$ cat src/wsrr_pkg.sv
// ----------------------------------------------------------------------------
// wsrr_pkg
// Types and constants shared by the sparse row reduction modules.
// ----------------------------------------------------------------------------
package wsrr_pkg;

	localparam int TABLE_DEPTH_DEF      = 4096;
	localparam int ACCUMULATOR_BITS_DEF = 48;

	localparam int CMD_W      = 2;
	localparam int FEATURE_W  = 12;
	localparam int VALUE_W    = 16;
	localparam int PRODUCT_W  = 2 * VALUE_W;
	localparam int ROW_W      = 20;
	localparam int ROW_SUM_W  = 48;
	localparam int WIDE_W     = 64;

	localparam int OUTQ_DEPTH = 4;
	localparam int OUTQ_PW    = $clog2(OUTQ_DEPTH);

	localparam logic [CMD_W-1:0] CMD_LOAD    = 2'd0;
	localparam logic [CMD_W-1:0] CMD_ENTRY   = 2'd1;
	localparam logic [CMD_W-1:0] CMD_END_ROW = 2'd2;

	typedef struct packed {
		logic [CMD_W-1:0]            command;
		logic [FEATURE_W-1:0]        feature_index;
		logic signed [VALUE_W-1:0]   entry_value;
		logic                        last_in_row;
	} entry_t;

	typedef struct packed {
		logic [ROW_W-1:0]            row_index;
		logic signed [ROW_SUM_W-1:0] row_sum;
		logic                        saturated;
	} result_t;

	// row-end items still in the pipeline
	typedef struct packed {
		logic s1;
		logic s2;
	} pend_t;

endpackage

$ cat src/wsrr_outq.sv
// ----------------------------------------------------------------------------
// wsrr_outq
// Small result queue between the accumulator and the result channel.
// ----------------------------------------------------------------------------
module wsrr_outq
	import wsrr_pkg::*;
(
	input  logic               clk,
	input  logic               arst_n,
	input  logic               push,
	input  result_t            push_data,
	output logic               valid,
	input  logic               stall,
	output result_t            data,
	output logic [OUTQ_PW:0]   count
);

	result_t              buf_q [OUTQ_DEPTH];
	logic [OUTQ_PW-1:0]   wr_q;
	logic [OUTQ_PW-1:0]   rd_q;
	logic [OUTQ_PW:0]     cnt_q;
	logic                 pop;

	assign valid = (cnt_q != '0);
	assign data  = buf_q[rd_q];
	assign pop   = valid && !stall;
	assign count = cnt_q;

	always_ff @(posedge clk) begin
		if (push) begin
			buf_q[wr_q] <= push_data;
		end
	end

	always_ff @(posedge clk or negedge arst_n) begin
		if (!arst_n) begin
			wr_q  <= '0;
			rd_q  <= '0;
			cnt_q <= '0;
		end else begin
			if (push) begin
				wr_q <= wr_q + OUTQ_PW'(1);
			end
			if (pop) begin
				rd_q <= rd_q + OUTQ_PW'(1);
			end
			if (push && !pop) begin
				cnt_q <= cnt_q + (OUTQ_PW+1)'(1);
			end else if (pop && !push) begin
				cnt_q <= cnt_q - (OUTQ_PW+1)'(1);
			end
		end
	end

endmodule

$ cat config.mk
export PLATFORM = sky130hd
export DESIGN_NAME = wsrr_outq
export DESIGN_NICKNAME = d
export VERILOG_FILES = /design/src/wsrr_pkg.sv /design/src/wsrr_outq.sv
export SDC_FILE = /design/constraint.sdc
export NUM_CORES = 1
export LEC_CHECK = 0
export BUFFER_PORTS_ARGS = -buffer_cell sky130_fd_sc_hd__buf_2
export CAP_MARGIN = 20
export CORE_AREA = 2 2 113 197
export DETAILED_ROUTE_END_ITERATION = 12
export DIE_AREA = 0 0 115 199
export HOLD_SLACK_MARGIN = 0.03
export PLACE_DENSITY = 0.8
export SYNTH_ARGS = -nofsm -noshare
export SYNTH_HDL_FRONTEND = slang
export SYNTH_SLANG_ARGS = --single-unit
export TNS_END_PERCENT = 5
$ cat constraint.sdc
create_clock -name clk -period 3.4 [get_ports clk]
set_input_delay 0.51 -clock clk [delete_from_list [all_inputs] [get_ports clk]]
set_output_delay 0.51 -clock clk [all_outputs]
set_load 0.05 [all_outputs]
==> impl_metrics.ini <==
[floorplanning]
die_area_um2 = 22890
ioPinCount = 146
initial_core_util = 0.4891
core-area_um2 = 21320
rows = 71
fp.dieW_um = 115
dieHeight_um = 199

[clock_network]
cts_tree = built
path_clk_slew_ps = 70
root_buffer = clkbuf_16
htreeDepth = 1
clk_latency_ps = 510
cts_resized = 0
clock_path_buffers = 3
cts_inserted_buffers = 23
clock_sinks = 283

[synthesis]
synthCells = 395
avgSynthCellArea_um2 = 26.40
yosys_warnings = 0
yosysTopAreaCell = edfxtp_1
syn_area_um2 = 10430
netlist_top_cells_area = edfxtp_1, mux4_2, dfrtp_1
ys_seq_elements = 283
ys_seq_area_frac = 0.8115
ys_types = 21
post-synth-top-area-fraction = 0.7947
synth_nets = 474

[detailed_routing]
wl_um = 18250
drtIter0Drc = 335
wl_per_cell_um = 22.07
drt-vias-per-instance = 5.482
vias = 4534
drtPass1Iterations = 4
ant_nets = 0
drc = 0

[timing]
fin_skew_ps = 19.27
slew-limit-headroom = 0.2856
setup_ws_ps = 478.1
setup_tns_ps = 0
slew_viol_final = 0
period_needed_ps = 2922
fin_hold_ws_ps = 209.9
fin_crit_sh = 0.8594
hold_violations = 0
fmax_mhz = 342.2
worst_pin_slew_ps = 1072
final-setup-viol-count = 0
rsz0062_at_grt = no

[worst_setup_path]
worst-r2r-setup-slack_ps = 1330
crit_fanout = 23
worstSetupEndpoint = data[58]
path_class = flip-flop to primary output
critPathLaunchType = flip-flop
crit_start = rd_q[0]$_DFFE_PN0P_
critPathCaptureType = primary output
r2r-start = count[0]$_DFFE_PN0P_
rr_worst_depth = 8
critPathArrivalTime_ps = 2410
r2r-end = count[2]$_DFFE_PN0P_
crit_required_ps = 2890

[outcome]
status = finished, final reports clean

[global_route]
grt_pass1_vias = 5006
grt_start_max_net_pins = 70
antenna_found_initial = 4
track_usage = 0.1611
grt_pass1_wl_um = 27890
grt_overflow = 0

[cells_and_area]
fin_cells = 827
layout_common_cells = edfxtp_1, buf_2, mux4_2
multiInputGateArea_um2 = 1770
finish.instance_area_um2 = 12030
layout_commonest_cell = edfxtp_1
regArea_um2 = 8471
layout-drive-gt1-share = 0.4421
syn2layout_area_growth_pct = 15.31
n_fill_cell = 1569
fin_nets = 633

[job]
cap_violations = 0

[hold_path]
hp-start = push_data[66]
hold_depth = 1
hold_class = primary input to flip-flop

[placement]
place.detailed.hpwl_um = 11040
io_buffers = 145
gp_congestion = 0.7137
place_ws_ps = 927.5
dpl.cell_count = 783
place_area_um2 = 11360

[power]
peakVddDrop_mv = 0.9008
p_leak_nw = 4.090
p_per_area_nw_per_um2 = 984.9
-- through the flow --
stage / utilization / power (mW)
floorplan: - / 8.725
global placement: 0.5326 / 9.517
detailed placement: 0.5326 / 9.659
CTS: 0.5638 / 12.02
global route: 0.5639 / 12.33
finish: 0.5640 / 11.84
-- final cells by class --
| type | instances | share of cell area |
|---|---|---|
| Inverter | 4 | 0.001249 |
| Tap cell | 255 | 0.02653 |
| Timing Repair Buffer | 150 | 0.06576 |
| Antenna cell | 2 | 0.0004162 |
| Clock buffer | 34 | 0.05130 |
| Sequential cell | 283 | 0.7044 |
| Multi-Input combinational cell | 92 | 0.1472 |
| Clock inverter | 7 | 0.003121 |
-- worst max-delay path: stages, from the launching register on --
cell and delay, ps:
dfrtp_4 720, buf_4 390, mux4_2 570, buf_2 230
-- power breakdown --
part	internal [mW]	total, mW	switching, mW	leakage (nW)
sequential	4.58	4.91	0.329	2.62
combinational	1.38	4.57	3.19	1.16
clock	1.26	2.36	1.10	0.314
total	7.23	11.8	4.62	4.09
-- per-layer routing --
layer	wire length, um	track usage
met2	10350	0.2969
met1	6654	0.1883
met3	844	0.03230
met5	23	0
met4	379	0.04730
-- cell usage after synthesis --
cell,instances
fa_1,1
and2_1,4
edfxtp_1,276
buf_12,7
mux4_2,68
nand2_1,1
mux4_1,1
dfrtp_1,7
or2_2,1
inv_1,4
nor3_1,1
buf_2,7
ha_1,5
xnor2_1,2
nor2_1,1
o21ai_0,1
buf_6,1
nor3b_1,1
clkbuf_1,1
mux2_2,1
xor2_1,4
-- repair_timing --
action                                 4_1_cts  5_1_grt
hold buffers                                 1        0
setup buffers                                0        0
setup endpoints to repair                    0        0
endpoints found under the hold margin        7        0
-- state kept, by name (all words and copies together) (netlist names) --
| name | count |
|---|---|
| buf_q | 276 |
| count | 3 |
| rd_q | 2 |
| wr_q | 2 |
-- kinds of logic (layout without fill, tap and decap cells) --
| family | after synthesis | in the layout | share of synthesized area |
|---|---|---|---|
| buffers and inverters | 20 | 195 | 0.01967 |
| adder cells (fa/ha/maj) | 6 | 6 | 0.007918 |
| flip-flops | 283 | 283 | 0.8115 |
| multiplexers | 70 | 70 | 0.1505 |
| XOR/XNOR | 6 | 6 | 0.005039 |
| AND/OR/NAND/NOR | 9 | 9 | 0.004918 |
| AO/OA/AOI/OAI | 1 | 1 | 0.0004794 |
| other | 0 | 2 | 0 |
-- how the worst min path moves through the flow --
stage                                   to  slack (ps)
floorplan             count[0]$_DFFE_PN0P_         210
global route        buf_q[3][52]$_DFFE_PP_         200
detailed placement    count[0]$_DFFE_PN0P_         350
finish              buf_q[2][66]$_DFFE_PP_         210
global placement      count[1]$_DFFE_PN0P_         340
CTS                 buf_q[2][66]$_DFFE_PP_         190
(Power assumes the default switching activity.)
