--- src/wsrr_pkg.sv ---
// ----------------------------------------------------------------------------
// wsrr_pkg
// Types and constants shared by the sparse row reduction modules.
// ----------------------------------------------------------------------------
package wsrr_pkg;

	localparam int TABLE_DEPTH_DEF      = 4096;
	localparam int ACCUMULATOR_BITS_DEF = 48;

	localparam int CMD_W      = 2;
	localparam int FEATURE_W  = 12;
	localparam int VALUE_W    = 16;
	localparam int PRODUCT_W  = 2 * VALUE_W;
	localparam int ROW_W      = 20;
	localparam int ROW_SUM_W  = 48;
	localparam int WIDE_W     = 64;

	localparam int OUTQ_DEPTH = 4;
	localparam int OUTQ_PW    = $clog2(OUTQ_DEPTH);

	localparam logic [CMD_W-1:0] CMD_LOAD    = 2'd0;
	localparam logic [CMD_W-1:0] CMD_ENTRY   = 2'd1;
	localparam logic [CMD_W-1:0] CMD_END_ROW = 2'd2;

	typedef struct packed {
		logic [CMD_W-1:0]            command;
		logic [FEATURE_W-1:0]        feature_index;
		logic signed [VALUE_W-1:0]   entry_value;
		logic                        last_in_row;
	} entry_t;

	typedef struct packed {
		logic [ROW_W-1:0]            row_index;
		logic signed [ROW_SUM_W-1:0] row_sum;
		logic                        saturated;
	} result_t;

	// row-end items still in the pipeline
	typedef struct packed {
		logic s1;
		logic s2;
	} pend_t;

endpackage

--- src/wsrr_mac.sv ---
// ----------------------------------------------------------------------------
// wsrr_mac
// Multiply stage and saturating row accumulator with row counter.
// ----------------------------------------------------------------------------
module wsrr_mac
	import wsrr_pkg::*;
#(
	parameter int ACCUMULATOR_BITS = ACCUMULATOR_BITS_DEF
) (
	input  logic                clk,
	input  logic                arst_n,
	input  logic                issue,
	input  entry_t              item,
	input  logic                hit,
	input  logic [VALUE_W-1:0]  weight,
	output logic                res_valid,
	output result_t             res,
	output pend_t               pend
);

	localparam int AB = ACCUMULATOR_BITS;

	logic                       v_s1;
	logic [CMD_W-1:0]           cmd_s1;
	logic signed [VALUE_W-1:0]  val_s1;
	logic                       last_s1;
	logic                       hit_s1;

	logic                       v_s2;
	logic [CMD_W-1:0]           cmd_s2;
	logic                       last_s2;
	logic signed [PRODUCT_W-1:0] prod_s2;

	logic signed [AB-1:0]       acc_q;
	logic                       sat_q;
	logic [ROW_W-1:0]           row_q;

	logic signed [VALUE_W-1:0]  wgt;
	logic signed [PRODUCT_W-1:0] prod;
	logic signed [AB:0]         sum;
	logic                       ovf;
	logic                       add_en;
	logic                       row_end;
	logic signed [AB-1:0]       acc_add;
	logic signed [AB-1:0]       acc_nx;
	logic                       sat_nx;
	logic signed [WIDE_W-1:0]   acc_wide;

	always_ff @(posedge clk or negedge arst_n) begin
		if (!arst_n) begin
			v_s1 <= 1'b0;
			v_s2 <= 1'b0;
		end else begin
			v_s1 <= issue;
			v_s2 <= v_s1;
		end
	end

	always_ff @(posedge clk) begin
		cmd_s1  <= item.command;
		val_s1  <= item.entry_value;
		last_s1 <= item.last_in_row;
		hit_s1  <= hit;
		cmd_s2  <= cmd_s1;
		last_s2 <= last_s1;
		prod_s2 <= prod;
	end

	// out-of-range features use weight zero
	assign wgt  = hit_s1 ? $signed(weight) : '0;
	assign prod = val_s1 * wgt;

	assign add_en  = v_s2 && (cmd_s2 == CMD_ENTRY);
	assign row_end = v_s2 && ((cmd_s2 == CMD_END_ROW) ||
		((cmd_s2 == CMD_ENTRY) && last_s2));

	assign sum = (AB+1)'(acc_q) + (AB+1)'(prod_s2);
	assign ovf = sum[AB] ^ sum[AB-1];

	always_comb begin
		if (!ovf) begin
			acc_add = sum[AB-1:0];
		end else if (sum[AB]) begin
			acc_add = {1'b1, {(AB-1){1'b0}}};
		end else begin
			acc_add = {1'b0, {(AB-1){1'b1}}};
		end
	end

	assign acc_nx   = add_en ? acc_add : acc_q;
	assign sat_nx   = sat_q | (add_en & ovf);
	assign acc_wide = WIDE_W'(acc_nx);

	always_ff @(posedge clk or negedge arst_n) begin
		if (!arst_n) begin
			acc_q <= '0;
			sat_q <= 1'b0;
			row_q <= '0;
		end else if (row_end) begin
			acc_q <= '0;
			sat_q <= 1'b0;
			row_q <= row_q + ROW_W'(1);
		end else begin
			acc_q <= acc_nx;
			sat_q <= sat_nx;
		end
	end

	assign res_valid     = row_end;
	assign res.row_index = row_q;
	assign res.row_sum   = acc_wide[ROW_SUM_W-1:0];
	assign res.saturated = sat_nx;

	assign pend.s1 = v_s1 && ((cmd_s1 == CMD_END_ROW) ||
		((cmd_s1 == CMD_ENTRY) && last_s1));
	assign pend.s2 = row_end;

endmodule

--- config.mk ---
export PLATFORM = sky130hd
export DESIGN_NAME = wsrr_mac
export DESIGN_NICKNAME = d
export VERILOG_FILES = /design/src/wsrr_pkg.sv /design/src/wsrr_mac.sv
export SDC_FILE = /design/constraint.sdc
export NUM_CORES = 1
export LEC_CHECK = 0
export ABC_AREA = 1
export BUFFER_PORTS_ARGS = -buffer_cell sky130_fd_sc_hd__buf_2
export CAP_MARGIN = 20
export CORE_MARGIN = 2
export CORE_UTILIZATION = 55
export DETAILED_ROUTE_END_ITERATION = 7
export PLACE_DENSITY = 0.74
export REMOVE_ABC_BUFFERS = 1
export SLEW_MARGIN = 40
export SYNTH_ARGS = -nofsm -noshare
export SYNTH_HDL_FRONTEND = slang
export SYNTH_SLANG_ARGS = --single-unit
--- constraint.sdc ---
create_clock -name clk -period 5.78 [get_ports clk]
set_input_delay 1.156 -clock clk [delete_from_list [all_inputs] [get_ports clk]]
set_output_delay 1.156 -clock clk [all_outputs]
set_load 0.02 [all_outputs]
==> reports/results.tsv <==
metric	value	unit
number of routed nets with antenna violations	0	
family with the most delay on the worst path	adder cells	
Final Critical Period	6.307	ns
post-synthesis area per instance	7.353	um^2
row cnt	67	
worst skew pair latency	0.47	ns
critical path arrival	6.68	ns
CTS tree	done	
Primary FF master, synth	dfrtp_1	
RSZ-0062 raised after global routing	yes	
Final GP Congestion	0.9786	
endpoints failing hold	0	
Slew headroom	43.81	%
area occupied by multi-input gates	14200	um^2
clock root buffer	clkbuf_16	
Layout area overhead	24.50	%
IO buf count	110	
worst-path cell chain	buf_2 -> nand2_2 -> buf_6 -> buf_4 -> nor2_2 -> fa_1 -> fa_1 -> fa_1 -> fa_1 -> fa_1 -> inv_1 -> fa_1 -> inv_1 -> ha_4 -> nand2_4 -> nor4_4 -> nand3_1 -> o211ai_1 -> buf_4 -> buf_6 -> xor2_1	
register area share after synthesis	15.62	%
CP endpoint kind	flop	
met3 Use GR	5.178	%
leading cell type in the layout, fill and taps excluded	nand2_1	
vias in the first global route	17930	
Post-synth ARST share	56.35	%
Clock transition at path regs	0.07	ns
DP HPWL	47190	um
FF+latch area	2879	um^2
violated checks	negative setup slack	
grt total ovfl	0	
Synth top area share	28.57	%
Max Cap Violations	0	
Core Area	33280	um^2
die width	187.0	um
Simple-Gate Fraction of Synth Area	25.16	%
commonest non-fill, non-tap cells in the layout	nand2_1, inv_1, nor2_1	
Starting Density	55.37	%
cell taking the most area after synthesis	fa_1	
share of cells above drive strength 1	22.02	%
top post-synthesis cells by area	fa_1, nand2_1, inv_1	
met2 Use GR	57.31	%
crit-path max FO	5	
overall routing resource usage	34.45	%
fin crit share	109.1	%
post-synthesis compound-gate area fraction	4.997	%
Remaining DRCs	0	
Via density	5.339	
mapped cell area	18430	um^2
Synth Area in XOR/XNOR	4.135	%
Crit path required time	6.15	ns
WS Path Type	input pin to flop	
WL final	59280	um
Num CTS Buffers	17	
first-pass GRT wire length	93520	um
Clock Skew	0.02038	ns
DRT iter0 DRCs	1356	
antenna violations before repair	0	
maximum clock frequency	158.6	MHz
Max clock buf depth	2	
post-synthesis mux area share	0.06111	%
DIE AREA	34990	um^2
drt pass-1 iters	7	
largest net degree at the start of global routing	72	
Hold Path Class	flop to flop	
layer with the highest usage	met2	
FILL cells	2788	
final net count	3257	
Die Y	187.0	um
Antenna Diode Count	0	
Worst Path Buf+Inv	7	
Worst path most repeated cell	fa_1	
max incr delay on CP	0.61	ns
Top Ports	123	
clk sink count	126	
Setup WS post-layout	-0.5270	ns
Max H-tree Level	4	
Post-synth EDFFs	0	
Synth Warn #	0	
Yosys cell types	45	
Wirelength per Cell	18.11	um
Final Slew Violations	0	
setup_tns	-2.504	ns
Final setup viols	10	
Yosys reg bits	126	
Syn Inst Count	2506	
Slowest-stage cell, CP	fa_1	
met1 Track Usage GR	46.26	%
outcome	complete, but fails checks	
vias	17470	
Startpoint Class	input pin	
Post-Synth Adder-Cell Area	37.47	%
largest family of logic cells by synthesized area	adder cells	
worst slew pin tran	0.8340	ns
==> worst register-to-register path: cells and delay by family (launching register included) <==
kind,cells,cell delay (ns)
flops,1,0.41
buf+inv,7,1.05
fa+ha+maj,7,3.30
xor+xnor,1,0.17
simple gates,5,0.80
compound gates,1,0.42
==> cell families after synthesis <==
group | count (synthesis)
and+or+nand+nor | 1128
buffers and inverters | 605
adders and majority gates | 394
AOI/OAI and AO/OA | 165
DFF | 126
xor gates and xnor gates | 87
muxes | 1
==> final timing paths <==
check                                     start             endpoint  slack (ns)  cells after the start
worst max-delay path                 weight[15]  prod_s2[22]$_DFF_P_       -0.53                     21
worst min-delay path            last_s1$_DFF_P_      last_s2$_DFF_P_        0.36                      0
worst max register to register   hit_s1$_DFF_P_  prod_s2[22]$_DFF_P_       -0.48                     21
worst min register to register  last_s1$_DFF_P_      last_s2$_DFF_P_        0.36                      0
max in group asynchronous                arst_n  acc_q[20]$_DFF_PN0_        4.56                      1
min in group asynchronous                arst_n   acc_q[6]$_DFF_PN0_        0.68                      1
==> stage by stage <==
stage | area (um^2) | util (%) | std cells | setup WS, ns | hold slack, ns
6_report | 22940 | 68.93 | 3273 | -0.5270 | 0.3648
5_1_grt | 22940 | 68.93 | 3273 | -0.5579 | 0.3667
4_1_cts | 22180 | 66.63 | 3251 | -0.2449 | 0.3647
3_5_place_dp | 20840 | 62.62 | 3201 | -1.186 | 0.3555
3_3_place_gp | 20840 | 62.60 | 3201 | -1.186 | 0.3382
2_1_floorplan | 18200 | - | 2457 | -0.5757 | 0.3311
==> layer usage <==
metal,wire length [um],share of wire (%)
met3,4761,8.0
met5,0,0
met1,24580,41
met2,28130,47
met4,1807,3.0
==> what timing repair did <==
item / 4_1_cts / 5_1_grt
hold buffers: 0 / 0
cloned: 3 / 1
setup buffers: 16 / 21
gates resized for setup: 146 / 154
setup endpoints to repair: 17 / 18
pin swaps: 43 / 65
==> flip-flops by register name (all words and copies together), names as in the netlist <==
| name | flops |
|---|---|
| acc_q | 48 |
| prod_s2 | 32 |
| row_q | 20 |
| val_s1 | 16 |
| cmd_s1 | 2 |
| cmd_s2 | 2 |
| hit_s1 | 1 |
| last_s1 | 1 |
| last_s2 | 1 |
| sat_q | 1 |
| v_s1 | 1 |
| v_s2 | 1 |
==> cells in the mapped netlist (30+ instances only) <==
cell type	count
fa_1	263
a21oi_1	91
dfxtp_1	55
ha_1	131
nand3_1	63
xor2_1	57
nand2_1	635
inv_1	546
or2_2	46
clkbuf_1	36
dfrtp_1	71
xnor2_1	30
nor2_1	304
o21ai_0	41
==> final cells by class <==
type,count,area share [%]
clock inverters,14,0.6545
well taps,448,2.443
repair buffers,336,11.23
clock buffers,18,1.914
multi-input cells,1775,61.91
flip-flops and latches,126,12.55
inverters,556,9.299
Power is left out: the tool's default activity adds up to more than one toggle a clock period on the data nets, which glitch-free logic cannot reach.
